## config.mk

```make
export PLATFORM = sky130hd
export DESIGN_NAME = dual_sensor_temp_fusion_core
export DESIGN_NICKNAME = d
export VERILOG_FILES = /design/src/rtl/dstf_pkg.sv /design/src/rtl/dual_sensor_temp_fusion_core.sv /design/src/rtl/dstf_lane.sv /design/src/rtl/dstf_mix.sv
export VERILOG_INCLUDE_DIRS = /design/src /design/src/rtl
export SDC_FILE = /design/constraint.sdc
export NUM_CORES = 2
export LEC_CHECK = 0
export ABC_AREA = 0
export BUFFER_PORTS_ARGS = -buffer_cell sky130_fd_sc_hd__clkbuf_2
export CORE_ASPECT_RATIO = 1.2
export CORE_UTILIZATION = 55
export CTS_BUF_LIST = sky130_fd_sc_hd__clkbuf_4 sky130_fd_sc_hd__clkbuf_8
export CTS_CLUSTER_SIZE = 20
export DETAILED_ROUTE_END_ITERATION = 6
export GPL_TIMING_DRIVEN = 1
export PLACE_DENSITY_LB_ADDON = 0.05
export SLEW_MARGIN = 20
export SYNTH_ARGS = -nofsm -noshare
export SYNTH_HDL_FRONTEND = slang
export SYNTH_SLANG_ARGS = --single-unit
```

## constraint.sdc

```tcl
create_clock -name clock -period 33.8 [get_ports clock]
set_clock_uncertainty 0.1 [all_clocks]
set_input_delay 6.76 -clock clock [delete_from_list [all_inputs] [get_ports clock]]
set_output_delay 6.76 -clock clock [all_outputs]
set_load 0.01 [all_outputs]
```

## src/rtl/dual_sensor_temp_fusion_core_macros.svh

```systemverilog
// ----------------------------------------------------------------------------
// Assertion macros for the dual sensor temperature fusion core
// Shorthand for clocked implication checks with reset disable.
// ----------------------------------------------------------------------------
`ifndef DUAL_SENSOR_TEMP_FUSION_CORE_MACROS_SVH
`define DUAL_SENSOR_TEMP_FUSION_CORE_MACROS_SVH

// same-cycle implication
`define DSTF_ASSERT_NOW(label, clk, rst, ante, cons) \
   label: assert property (@(posedge clk) disable iff (rst) (ante) |-> (cons)) \
      else $error("dual_sensor_temp_fusion_core: same-cycle check failed");

// next-cycle implication
`define DSTF_ASSERT_NEXT(label, clk, rst, ante, cons) \
   label: assert property (@(posedge clk) disable iff (rst) (ante) |=> (cons)) \
      else $error("dual_sensor_temp_fusion_core: next-cycle check failed");

`endif

```

## src/rtl/dstf_pkg.sv

```systemverilog
// ----------------------------------------------------------------------------
// dstf_pkg
// Shared types, constants and arithmetic helpers of the temperature fusion core.
// ----------------------------------------------------------------------------
package dstf_pkg;

   // widths
   localparam int TEMP_W        = 19;
   localparam int DEG_W         = 9;
   localparam int CUR_W         = 16;
   localparam int CSR_DATA_W    = 64;
   localparam int CSR_ADDR_W    = 3;
   localparam int ENTRY_W       = 32;
   localparam int THR_W         = 16;
   localparam int OFS_W         = 16;

   // compensation table
   localparam int COMP_ENTRIES  = 6;
   localparam int NUM_COMP_REGS = 3;

   // temperature constants, millidegrees
   localparam int SLEW_LIMIT    = 1000;
   localparam int SPREAD_LIMIT  = 10000;
   localparam int FALLBACK_TEMP = -40000;
   localparam int TEMP_FLOOR    = -50000;
   localparam int TEMP_CEIL     = 150000;
   localparam int RESET_LOW     = 15000;
   localparam int RESET_HIGH    = 40000;

   // reciprocal multipliers for truncating divides
   localparam logic [19:0] DIV3_RECIP    = 20'd699051;  // ceil(2^21 / 3)
   localparam logic [19:0] DIV1000_RECIP = 20'd536871;  // ceil(2^29 / 1000)

   // register indexes
   localparam logic [CSR_ADDR_W-1:0] CSR_COMP_ENABLE = 3'd0;
   localparam logic [CSR_ADDR_W-1:0] CSR_WINDOW_LOW  = 3'd1;
   localparam logic [CSR_ADDR_W-1:0] CSR_WINDOW_HIGH = 3'd2;
   localparam logic [CSR_ADDR_W-1:0] CSR_COMP_01     = 3'd3;
   localparam logic [CSR_ADDR_W-1:0] CSR_COMP_23     = 3'd4;
   localparam logic [CSR_ADDR_W-1:0] CSR_COMP_45     = 3'd5;

   // request tdata layout
   localparam int S0_A_LSB   = 0;
   localparam int S0_B_LSB   = 19;
   localparam int S0_C_LSB   = 38;
   localparam int S0_FAIL    = 57;
   localparam int S1_A_LSB   = 58;
   localparam int S1_B_LSB   = 77;
   localparam int S1_C_LSB   = 96;
   localparam int S1_FAIL    = 115;
   localparam int CUR_LSB    = 116;
   localparam int RESYNC_BIT = 132;
   localparam int REQ_W      = 136;

   // response tdata layout
   localparam int RSP_USED_W = 3 * TEMP_W + 4 * DEG_W + 2;
   localparam int RSP_W      = 96;
   localparam int RSP_PAD_W  = RSP_W - RSP_USED_W;

   typedef logic signed [TEMP_W-1:0] temp_type;
   typedef logic signed [DEG_W-1:0]  deg_type;
   typedef logic [NUM_COMP_REGS-1:0][CSR_DATA_W-1:0] comp_regs_type;

   typedef struct packed {
      temp_type a;
      temp_type b;
      temp_type c;
      logic     fail;
   } sensor_in_type;

   typedef struct packed {
      temp_type temp;
      logic     invalid;
   } lane_out_type;

   typedef struct packed {
      temp_type t0;
      temp_type t1;
      temp_type mixed;
      logic     inv0;
      logic     inv1;
   } mix_out_type;

   // sum / 3, truncated toward zero
   function automatic temp_type div3_trunc(input logic signed [20:0] s);
      logic [19:0] mag;
      logic [39:0] prod;
      logic [18:0] q;
      mag  = s[20] ? 20'(-s) : 20'(s);
      prod = mag * DIV3_RECIP;
      q    = prod[39:21];
      return s[20] ? 19'(-q) : q;
   endfunction

   // value / 1000, truncated toward zero, low bits kept
   function automatic deg_type div1000_trunc(input temp_type v);
      logic [18:0] mag;
      logic [38:0] prod;
      logic [9:0]  q;
      logic [9:0]  r;
      mag  = v[18] ? 19'(-v) : 19'(v);
      prod = mag * DIV1000_RECIP;
      q    = prod[38:29];
      r    = v[18] ? 10'(-q) : q;
      return r[8:0];
   endfunction

   function automatic temp_type sat_temp(input logic signed [20:0] v);
      if (v < 21'(TEMP_FLOOR)) begin
         return 19'(TEMP_FLOOR);
      end
      if (v > 21'(TEMP_CEIL)) begin
         return 19'(TEMP_CEIL);
      end
      return v[18:0];
   endfunction

   // limit the step from prev to cur
   function automatic temp_type slew_step(input temp_type cur, input temp_type prev);
      logic signed [19:0] d;
      d = 20'(cur) - 20'(prev);
      if (d > 20'(SLEW_LIMIT)) begin
         return prev + 19'(SLEW_LIMIT);
      end
      if (d < -20'(SLEW_LIMIT)) begin
         return prev - 19'(SLEW_LIMIT);
      end
      return cur;
   endfunction

endpackage

```

## src/rtl/dual_sensor_temp_fusion_core.sv

```systemverilog
// ----------------------------------------------------------------------------
// dual_sensor_temp_fusion_core
// Battery temperature fusion for a pack with two temperature sensors.
// ----------------------------------------------------------------------------
// Each request transaction carries three millidegree samples and a read-fail
// flag per sensor, the charge current and a resync flag. Two identical lanes
// reduce each sensor to one compensated, clamped temperature (fallback of
// -40000 on a failed read or a spread above 10000), a merge stage mixes them
// against the window bounds, and a slew stage limits all three values to
// +-1000 per transaction (the first transaction after reset, or one with
// resync set, loads directly). One response transaction per request.
// Rate: one transaction per clock while the pipeline advances. rsp_tvalid rises
// once a request has passed five registers in line (two lane registers, the
// merge register, the slew state register and the output register), the
// first of them loaded at the accept edge itself. The whole pipeline advances
// together whenever the output register is empty or being taken, so
// req_tready follows rsp_tready while the output is full.
// Configuration is written through csr_* between traffic; writes to indexes
// beyond the register list are dropped.
// ----------------------------------------------------------------------------
`include "dual_sensor_temp_fusion_core_macros.svh"

module dual_sensor_temp_fusion_core (
   input  logic                             clock,
   input  logic                             reset,

   input  logic                             req_tvalid,
   output logic                             req_tready,
   // lsb up: s0_sample_a, s0_sample_b, s0_sample_c, s0_read_fail,
   // s1_sample_a, s1_sample_b, s1_sample_c, s1_read_fail,
   // charge_current, resync, zero pad
   input  logic [dstf_pkg::REQ_W-1:0]       req_tdata,

   output logic                             rsp_tvalid,
   input  logic                             rsp_tready,
   // lsb up: temp0_smooth, temp1_smooth, mixed_smooth, temp0_deg,
   // temp1_deg, mixed_deg, now_mixed_deg, s0_invalid, s1_invalid, zero pad
   output logic [dstf_pkg::RSP_W-1:0]       rsp_tdata,

   input  logic                             csr_wen,
   input  logic [dstf_pkg::CSR_ADDR_W-1:0]  csr_addr,
   input  logic [dstf_pkg::CSR_DATA_W-1:0]  csr_wdata
);

   // ---------------- configuration registers ----------------
   logic                    comp_enable_ff;
   dstf_pkg::temp_type      window_low_ff;
   dstf_pkg::temp_type      window_high_ff;
   dstf_pkg::comp_regs_type comp_regs_ff;

   always_ff @(posedge clock) begin
      if (reset) begin
         comp_enable_ff <= 1'b0;
         window_low_ff  <= 19'(dstf_pkg::RESET_LOW);
         window_high_ff <= 19'(dstf_pkg::RESET_HIGH);
         comp_regs_ff   <= '0;
      end else if (csr_wen) begin
         unique case (csr_addr)
            dstf_pkg::CSR_COMP_ENABLE: comp_enable_ff  <= csr_wdata[0];
            dstf_pkg::CSR_WINDOW_LOW:  window_low_ff   <= csr_wdata[dstf_pkg::TEMP_W-1:0];
            dstf_pkg::CSR_WINDOW_HIGH: window_high_ff  <= csr_wdata[dstf_pkg::TEMP_W-1:0];
            dstf_pkg::CSR_COMP_01:     comp_regs_ff[0] <= csr_wdata;
            dstf_pkg::CSR_COMP_23:     comp_regs_ff[1] <= csr_wdata;
            dstf_pkg::CSR_COMP_45:     comp_regs_ff[2] <= csr_wdata;
            default: ;  // unmapped index, dropped
         endcase
      end
   end

   // ---------------- pipeline control ----------------
   // stage_valid_ff: [0] lane stage 1, [1] lane stage 2, [2] merge, [3] slew state
   logic       adv;
   logic [3:0] stage_valid_ff;
   logic [2:0] resync_ff;
   logic       rsp_valid_ff;

   assign adv        = !rsp_valid_ff || rsp_tready;
   assign req_tready = adv;
   assign rsp_tvalid = rsp_valid_ff;

   // ---------------- request unpack ----------------
   dstf_pkg::sensor_in_type s0_in, s1_in;
   logic signed [15:0]      cur_in;

   always_comb begin
      s0_in.a    = req_tdata[dstf_pkg::S0_A_LSB +: dstf_pkg::TEMP_W];
      s0_in.b    = req_tdata[dstf_pkg::S0_B_LSB +: dstf_pkg::TEMP_W];
      s0_in.c    = req_tdata[dstf_pkg::S0_C_LSB +: dstf_pkg::TEMP_W];
      s0_in.fail = req_tdata[dstf_pkg::S0_FAIL];
      s1_in.a    = req_tdata[dstf_pkg::S1_A_LSB +: dstf_pkg::TEMP_W];
      s1_in.b    = req_tdata[dstf_pkg::S1_B_LSB +: dstf_pkg::TEMP_W];
      s1_in.c    = req_tdata[dstf_pkg::S1_C_LSB +: dstf_pkg::TEMP_W];
      s1_in.fail = req_tdata[dstf_pkg::S1_FAIL];
      cur_in     = req_tdata[dstf_pkg::CUR_LSB +: dstf_pkg::CUR_W];
   end

   // ---------------- sensor lanes ----------------
   dstf_pkg::lane_out_type lane0, lane1;

   dstf_lane u_lane0 (
      .clock          (clock),
      .adv            (adv),
      .comp_enable    (comp_enable_ff),
      .comp_regs      (comp_regs_ff),
      .sensor         (s0_in),
      .charge_current (cur_in),
      .lane_out       (lane0)
   );

   dstf_lane u_lane1 (
      .clock          (clock),
      .adv            (adv),
      .comp_enable    (comp_enable_ff),
      .comp_regs      (comp_regs_ff),
      .sensor         (s1_in),
      .charge_current (cur_in),
      .lane_out       (lane1)
   );

   // ---------------- merge ----------------
   dstf_pkg::mix_out_type mix_out;

   dstf_mix u_mix (
      .clock       (clock),
      .adv         (adv),
      .window_low  (window_low_ff),
      .window_high (window_high_ff),
      .lane0       (lane0),
      .lane1       (lane1),
      .mix_out     (mix_out)
   );

   // ---------------- slew state ----------------
   logic               primed_ff;
   dstf_pkg::temp_type last_temp0_ff, last_temp0_in;
   dstf_pkg::temp_type last_temp1_ff, last_temp1_in;
   dstf_pkg::temp_type last_mixed_ff, last_mixed_in;
   dstf_pkg::temp_type now_mixed_ff;
   logic               inv0_ff, inv1_ff;
   logic               load_direct;
   logic               slew_upd;

   // first transaction after reset or a resync loads without limiting
   assign load_direct = !primed_ff || resync_ff[2];
   assign slew_upd    = adv && stage_valid_ff[2] && !load_direct;

   always_comb begin
      if (load_direct) begin
         last_temp0_in = mix_out.t0;
         last_temp1_in = mix_out.t1;
         last_mixed_in = mix_out.mixed;
      end else begin
         last_temp0_in = dstf_pkg::slew_step(mix_out.t0, last_temp0_ff);
         last_temp1_in = dstf_pkg::slew_step(mix_out.t1, last_temp1_ff);
         last_mixed_in = dstf_pkg::slew_step(mix_out.mixed, last_mixed_ff);
      end
   end

   always_ff @(posedge clock) begin
      if (reset) begin
         stage_valid_ff <= '0;
         resync_ff      <= '0;
         rsp_valid_ff   <= 1'b0;
         primed_ff      <= 1'b0;
         last_temp0_ff  <= '0;
         last_temp1_ff  <= '0;
         last_mixed_ff  <= '0;
      end else if (adv) begin
         stage_valid_ff <= {stage_valid_ff[2:0], req_tvalid};
         resync_ff      <= {resync_ff[1:0], req_tdata[dstf_pkg::RESYNC_BIT]};
         rsp_valid_ff   <= stage_valid_ff[3];
         if (stage_valid_ff[2]) begin
            primed_ff     <= 1'b1;
            last_temp0_ff <= last_temp0_in;
            last_temp1_ff <= last_temp1_in;
            last_mixed_ff <= last_mixed_in;
         end
      end
   end

   // payload riding beside the slew state
   always_ff @(posedge clock) begin
      if (adv) begin
         now_mixed_ff <= mix_out.mixed;
         inv0_ff      <= mix_out.inv0;
         inv1_ff      <= mix_out.inv1;
      end
   end

   // ---------------- output register ----------------
   logic [dstf_pkg::RSP_W-1:0] rsp_data_in, rsp_data_ff;

   always_comb begin
      rsp_data_in = {{dstf_pkg::RSP_PAD_W{1'b0}},
                     inv1_ff,
                     inv0_ff,
                     dstf_pkg::div1000_trunc(now_mixed_ff),
                     dstf_pkg::div1000_trunc(last_mixed_ff),
                     dstf_pkg::div1000_trunc(last_temp1_ff),
                     dstf_pkg::div1000_trunc(last_temp0_ff),
                     last_mixed_ff,
                     last_temp1_ff,
                     last_temp0_ff};
   end

   always_ff @(posedge clock) begin
      if (adv) begin
         rsp_data_ff <= rsp_data_in;
      end
   end

   assign rsp_tdata = rsp_data_ff;

   // ---------------- assertions ----------------
   // a response can only exist once the slew state has been loaded
   `DSTF_ASSERT_NOW(a_rsp_needs_primed, clock, reset, rsp_valid_ff, primed_ff)
   // limited updates never move a stored value by more than the slew step
   `DSTF_ASSERT_NEXT(a_slew_temp0, clock, reset, slew_upd,
      ((last_temp0_ff - $past(last_temp0_ff)) <= dstf_pkg::SLEW_LIMIT) &&
      (($past(last_temp0_ff) - last_temp0_ff) <= dstf_pkg::SLEW_LIMIT))
   `DSTF_ASSERT_NEXT(a_slew_mixed, clock, reset, slew_upd,
      ((last_mixed_ff - $past(last_mixed_ff)) <= dstf_pkg::SLEW_LIMIT) &&
      (($past(last_mixed_ff) - last_mixed_ff) <= dstf_pkg::SLEW_LIMIT))

endmodule

```

## src/rtl/dstf_lane.sv

```systemverilog
// ----------------------------------------------------------------------------
// dstf_lane
// One sensor lane: spread check, mean, current compensation, saturation.
// ----------------------------------------------------------------------------
module dstf_lane (
   input  logic                    clock,
   input  logic                    adv,
   input  logic                    comp_enable,
   input  dstf_pkg::comp_regs_type comp_regs,
   input  dstf_pkg::sensor_in_type sensor,
   input  logic signed [15:0]      charge_current,
   output dstf_pkg::lane_out_type  lane_out
);

   dstf_pkg::temp_type     mx;
   dstf_pkg::temp_type     mn;
   logic [19:0]            spread;
   logic signed [16:0]     cur_ext;
   logic [16:0]            mag;
   logic [31:0]            word;
   logic signed [20:0]     sum_in, sum_ff;
   logic                   bad_in, bad_ff;
   logic signed [16:0]     off_in, off_ff;
   logic signed [20:0]     base;
   logic signed [20:0]     comp;
   dstf_pkg::lane_out_type out_in, out_ff;

   // first stage: spread, sum, table lookup
   always_comb begin
      mx = sensor.a;
      if (sensor.b > mx) mx = sensor.b;
      if (sensor.c > mx) mx = sensor.c;
      mn = sensor.a;
      if (sensor.b < mn) mn = sensor.b;
      if (sensor.c < mn) mn = sensor.c;
      spread = 20'({mx[18], mx} - {mn[18], mn});
      bad_in = sensor.fail || (spread > 20'(dstf_pkg::SPREAD_LIMIT));
      sum_in = 21'(sensor.a) + 21'(sensor.b) + 21'(sensor.c);

      cur_ext = 17'(charge_current);
      mag     = cur_ext[16] ? 17'(-cur_ext) : 17'(cur_ext);

      // descending scan so the lowest matching entry wins
      word   = '0;
      off_in = '0;
      if (comp_enable) begin
         for (int k = dstf_pkg::COMP_ENTRIES - 1; k >= 0; k--) begin
            word = comp_regs[k / 2][(k % 2) * dstf_pkg::ENTRY_W +: dstf_pkg::ENTRY_W];
            if (mag >= {1'b0, word[dstf_pkg::THR_W-1:0]}) begin
               off_in = 17'($signed(word[dstf_pkg::THR_W +: dstf_pkg::OFS_W]));
            end
         end
      end
   end

   // second stage: mean or fallback, offset, clamp
   always_comb begin
      base = bad_ff ? 21'(dstf_pkg::FALLBACK_TEMP) : 21'(dstf_pkg::div3_trunc(sum_ff));
      comp = base - 21'(off_ff);
      out_in.temp    = dstf_pkg::sat_temp(comp);
      out_in.invalid = bad_ff;
   end

   always_ff @(posedge clock) begin
      if (adv) begin
         sum_ff <= sum_in;
         bad_ff <= bad_in;
         off_ff <= off_in;
         out_ff <= out_in;
      end
   end

   assign lane_out = out_ff;

endmodule

```

## src/rtl/dstf_mix.sv

```systemverilog
// ----------------------------------------------------------------------------
// dstf_mix
// Merge stage: combines the two lane temperatures by window rules.
// ----------------------------------------------------------------------------
module dstf_mix (
   input  logic                   clock,
   input  logic                   adv,
   input  dstf_pkg::temp_type     window_low,
   input  dstf_pkg::temp_type     window_high,
   input  dstf_pkg::lane_out_type lane0,
   input  dstf_pkg::lane_out_type lane1,
   output dstf_pkg::mix_out_type  mix_out
);

   dstf_pkg::temp_type    a, b, lo, hi;
   logic                  a_lt_lo, a_gt_lo, b_lt_lo, b_gt_lo;
   logic                  a_lt_hi, a_gt_hi, b_lt_hi, b_gt_hi;
   logic                  p1_neg, p2_neg;
   logic signed [19:0]    lo_m_a, b_m_hi, a_m_hi, lo_m_b;
   logic signed [19:0]    sum, sum_adj;
   dstf_pkg::temp_type    mixed;
   dstf_pkg::mix_out_type out_in, out_ff;

   always_comb begin
      a  = lane0.temp;
      b  = lane1.temp;
      lo = window_low;
      hi = window_high;

      a_lt_lo = a < lo;
      a_gt_lo = a > lo;
      b_lt_lo = b < lo;
      b_gt_lo = b > lo;
      a_lt_hi = a < hi;
      a_gt_hi = a > hi;
      b_lt_hi = b < hi;
      b_gt_hi = b > hi;

      // product sign tests without the multiply
      p1_neg = (a_lt_lo && b_gt_lo) || (a_gt_lo && b_lt_lo);
      p2_neg = (a_lt_hi && b_gt_hi) || (a_gt_hi && b_lt_hi);

      lo_m_a = 20'(lo) - 20'(a);
      b_m_hi = 20'(b) - 20'(hi);
      a_m_hi = 20'(a) - 20'(hi);
      lo_m_b = 20'(lo) - 20'(b);

      // average, truncated toward zero
      sum     = 20'(a) + 20'(b);
      sum_adj = sum + $signed({19'b0, sum[19]});

      priority if (a_lt_lo && b_gt_hi) begin
         mixed = (lo_m_a > b_m_hi) ? a : b;
      end else if (a_gt_hi && b_lt_lo) begin
         mixed = (a_m_hi > lo_m_b) ? a : b;
      end else if ((a_lt_lo && b_lt_lo) || p1_neg) begin
         mixed = (a < b) ? a : b;
      end else if ((a_gt_hi && b_gt_hi) || p2_neg) begin
         mixed = (a > b) ? a : b;
      end else begin
         mixed = 19'(sum_adj >>> 1);
      end

      out_in.t0    = a;
      out_in.t1    = b;
      out_in.mixed = mixed;
      out_in.inv0  = lane0.invalid;
      out_in.inv1  = lane1.invalid;
   end

   always_ff @(posedge clock) begin
      if (adv) begin
         out_ff <= out_in;
      end
   end

   assign mix_out = out_ff;

endmodule

```

==> impl_results.md <==
* Status: completed
* Sequential cell area fraction in the yosys report at 17.0%
* Routed Antenna Nets at 0
* Final hold viol count at 0
* TritonRoute pass-1 iters at 7
* Largest net degree at the start of global routing at 220
* Setup Buffers After CTS at 0
* Hold crit path type: flip-flop to flip-flop
* DR WL/cell at 19.2 µm
* H-tree depth at 3
* Setup violators final at 0
* Max Cap Viol at 0
* Post-synth EDFFs at 275
* Crit path DAT at 15.51 ns
* Synth-to-layout area growth at 7.57%
* DR vias at 67932
* Fin crit period at 15.09 ns
* TritonCTS Buffers at 102
* RSZ-0062 raised after global routing: no
* Worst path slowest cell: o21ai_0
* Root buffer cell: clkbuf_8
* I/O Buffers at 301
* Core ar. at 0.151 mm²
* Post-Syn Instances at 9478
* Die area at 0.154 mm²
* Cell mode on critical path: o21ai_0
* Main synth FF type: dfxtp_1
* Register area at 0.0142 mm²
* Clock sinks at 572
* Vias in the first global route at 68402
* CP Launch Type: primary input
* Clock Latency Late Sink at 0.85 ns
* Worst rel slew slack at 18.0%
* Synthesis Warnings at 0
* Slew @ Worst Pin at 1.22 ns
* Residual DRC at 0
* Overall Global Routing Usage at 29.6%
* Final Cycle Share at 44.6%
* Syn Area/Cell at 8.83 µm²
* CTS tree: yes
* Max frequency at 0.0663 GHz
* Synthesized cell area at 0.0837 mm²
* CTS max path bufs at 3
* #FFs+latches synth at 572
* Num rows at 156
* WP buf/inv at 6
* Die H at 429 µm
* DRT Wirelength at 227000 µm
* CP max stage delay at 0.50 ns
* Total global routing overflow at 0
* Via/cell ratio at 5.75
* Placer Congestion at 0.957
* Layout cell share with drive strength beyond 1 at 7.85%
* Sum of negative setup slack at 0 ns
* Initial core utilization at 55.5%
* First-pass GRT wire length at 363000 µm
* NumNets Final at 12191
* Cell family with the largest share of critical-path delay: compound AO/OA/AOI/OAI gates
* CP Capture Type: flip-flop
* Yosys cell types at 116
* Hold_buf cts at 0
* Clk pin slew, worst setup/hold paths at 0.08 ns
* Async SR Flop Fraction at 0%
* I/O pin count at 306
* Initial antenna violation count at 14
* Max Fanout on Critical Path at 20
* Syn Nets at 11921
* Post-cts gate resize count at 0
* Class of the most critical setup path: primary input to flip-flop
* DR iter-0 viols at 3781
* Die width at 358 µm
* Max Slew Vio Count at 0
* Filler cells at 13564
* HPWL after detailed placement at 186000 µm
* Multi-input logic area at 0.0631 mm²
* CP required at 34.22 ns
-- cells by family (layout without fill, tap and decap cells) --
family          after synthesis  in the layout  share of synthesized area (%)
xor+xnor                    484            484                           5.07
simple gates               2271           2271                           13.0
buf+inv                    1732           2091                           7.81
mux                         199            199                           2.45
fa+ha+maj                  2235           2235                           39.3
other cells                   1              7                        0.00448
flops                       572            572                           17.0
compound gates             1984           1984                           15.5
-- layout make-up --
class / instances / area share (%)
antenna: 6 / 0.0167
clock buffer: 147 / 2.05
clock inverter: 46 / 0.506
inverter: 1484 / 6.20
multi-input combinational: 7174 / 70.1
sequential: 572 / 15.8
tap: 1975 / 2.75
timing repair buffer: 414 / 2.66
-- per-layer routing --
| layer | GRT usage (%) | up-vias | wire length [µm] | part of all wire, % |
|---|---|---|---|---|
| met5 | 0 | - | 107 | 0.047 |
| met4 | 11.2 | 14 | 8580 | 3.8 |
| met3 | 3.04 | 414 | 9600 | 4.2 |
| met2 | 51.0 | 1525 | 110000 | 48 |
| met1 | 37.8 | 32680 | 98600 | 43 |
| li1 | - | 33299 | - | - |
-- cells in the final DEF (no fill, tap or decap), types with 101 or more instances in the layout --
| cell type | synthesis | final |
|---|---|---|
| ha_1 | 1584 | 1584 |
| nand3_1 | 145 | 144 |
| xnor2_1 | 352 | 351 |
| fa_1 | 651 | 651 |
| a21oi_1 | 634 | 633 |
| edfxtp_1 | 275 | 275 |
| dfxtp_1 | 297 | 297 |
| mux2i_1 | 164 | 164 |
| clkbuf_8 | 0 | 119 |
| inv_1 | 1474 | 1474 |
| nand2_1 | 852 | 852 |
| o21ai_0 | 360 | 359 |
| nor2b_1 | 104 | 102 |
| a21o_1 | 164 | 164 |
| xor2_1 | 132 | 132 |
| nor3_1 | 151 | 150 |
| nor2_1 | 457 | 455 |
| buf_4 | 2 | 110 |
| nand2b_1 | 101 | 101 |
| clkbuf_2 | 0 | 300 |
-- Yosys cell counts (all sizes together) (145+ instances only) --
| cell type | count | area [µm²] |
|---|---|---|
| ha | 1584 | 19800 |
| inv | 1475 | 5540 |
| nand2 | 852 | 3200 |
| fa | 651 | 13000 |
| a21oi | 636 | 3190 |
| nor2 | 459 | 1730 |
| o21ai | 410 | 2060 |
| xnor2 | 352 | 3080 |
| dfxtp | 297 | 5950 |
| edfxtp | 275 | 8260 |
| clkbuf | 217 | 815 |
| mux2i | 166 | 1680 |
| a21o | 164 | 1230 |
| nor3 | 151 | 756 |
| nand3 | 145 | 726 |
-- through the flow --
stage	instances	cell area, µm²	hold slack [ns]	util [%]	worst slack, ns
5_1_grt	11818	90000	0.303	59.7	18.03
4_1_cts	11810	90000	0.290	59.6	18.80
2_1_floorplan	9478	83700	0.300	-	14.64
6_report	11818	90000	0.293	59.7	18.71
3_3_place_gp	11617	87700	0.303	58.1	18.15
3_5_place_dp	11617	87700	0.305	58.1	17.95
-- worst reg2reg max path, delay by kind of cell, from the launching register on --
kind | cells | cell delay (ns)
mux | 1 | 0.35
xor+xnor | 3 | 1.43
buf+inv | 4 | 0.50
fa+ha+maj | 9 | 3.64
simple gates | 11 | 2.83
compound gates | 14 | 3.70
flops | 1 | 0.54
-- sequential cells by signal, summed over array words and instances, names as in the netlist, 3 cells and up --
signal            flops
last_temp0_ff        19
last_temp1_ff        19
last_mixed_ff        19
u_lane1.sum_ff       21
window_high_ff       19
rsp_tdata            95
now_mixed_ff         19
u_lane1.lane_out     20
u_lane0.off_ff       16
stage_valid_ff        4
u_lane0.lane_out     20
comp_regs_ff        192
resync_ff             3
u_mix.mix_out        59
u_lane0.sum_ff       21
window_low_ff        19
-- path summary, 6_finish.rpt --
| path | to | from | cells past startpoint | slack [ns] |
|---|---|---|---|---|
| setup / recovery | u_lane1.bad_ff | req_tdata[62] | 39 | 18.71 |
| hold / removal | inv0_ff | u_mix.mix_out[1] | 0 | 0.29 |
| setup reg to reg | u_lane0.lane_out[4] | u_lane0.sum_ff[0] | 42 | 20.50 |
| hold reg to reg | inv0_ff | u_mix.mix_out[1] | 0 | 0.29 |
Power is left out: the tool's default activity adds up to more than one toggle a clock period on the data nets, which glitch-free logic cannot reach.
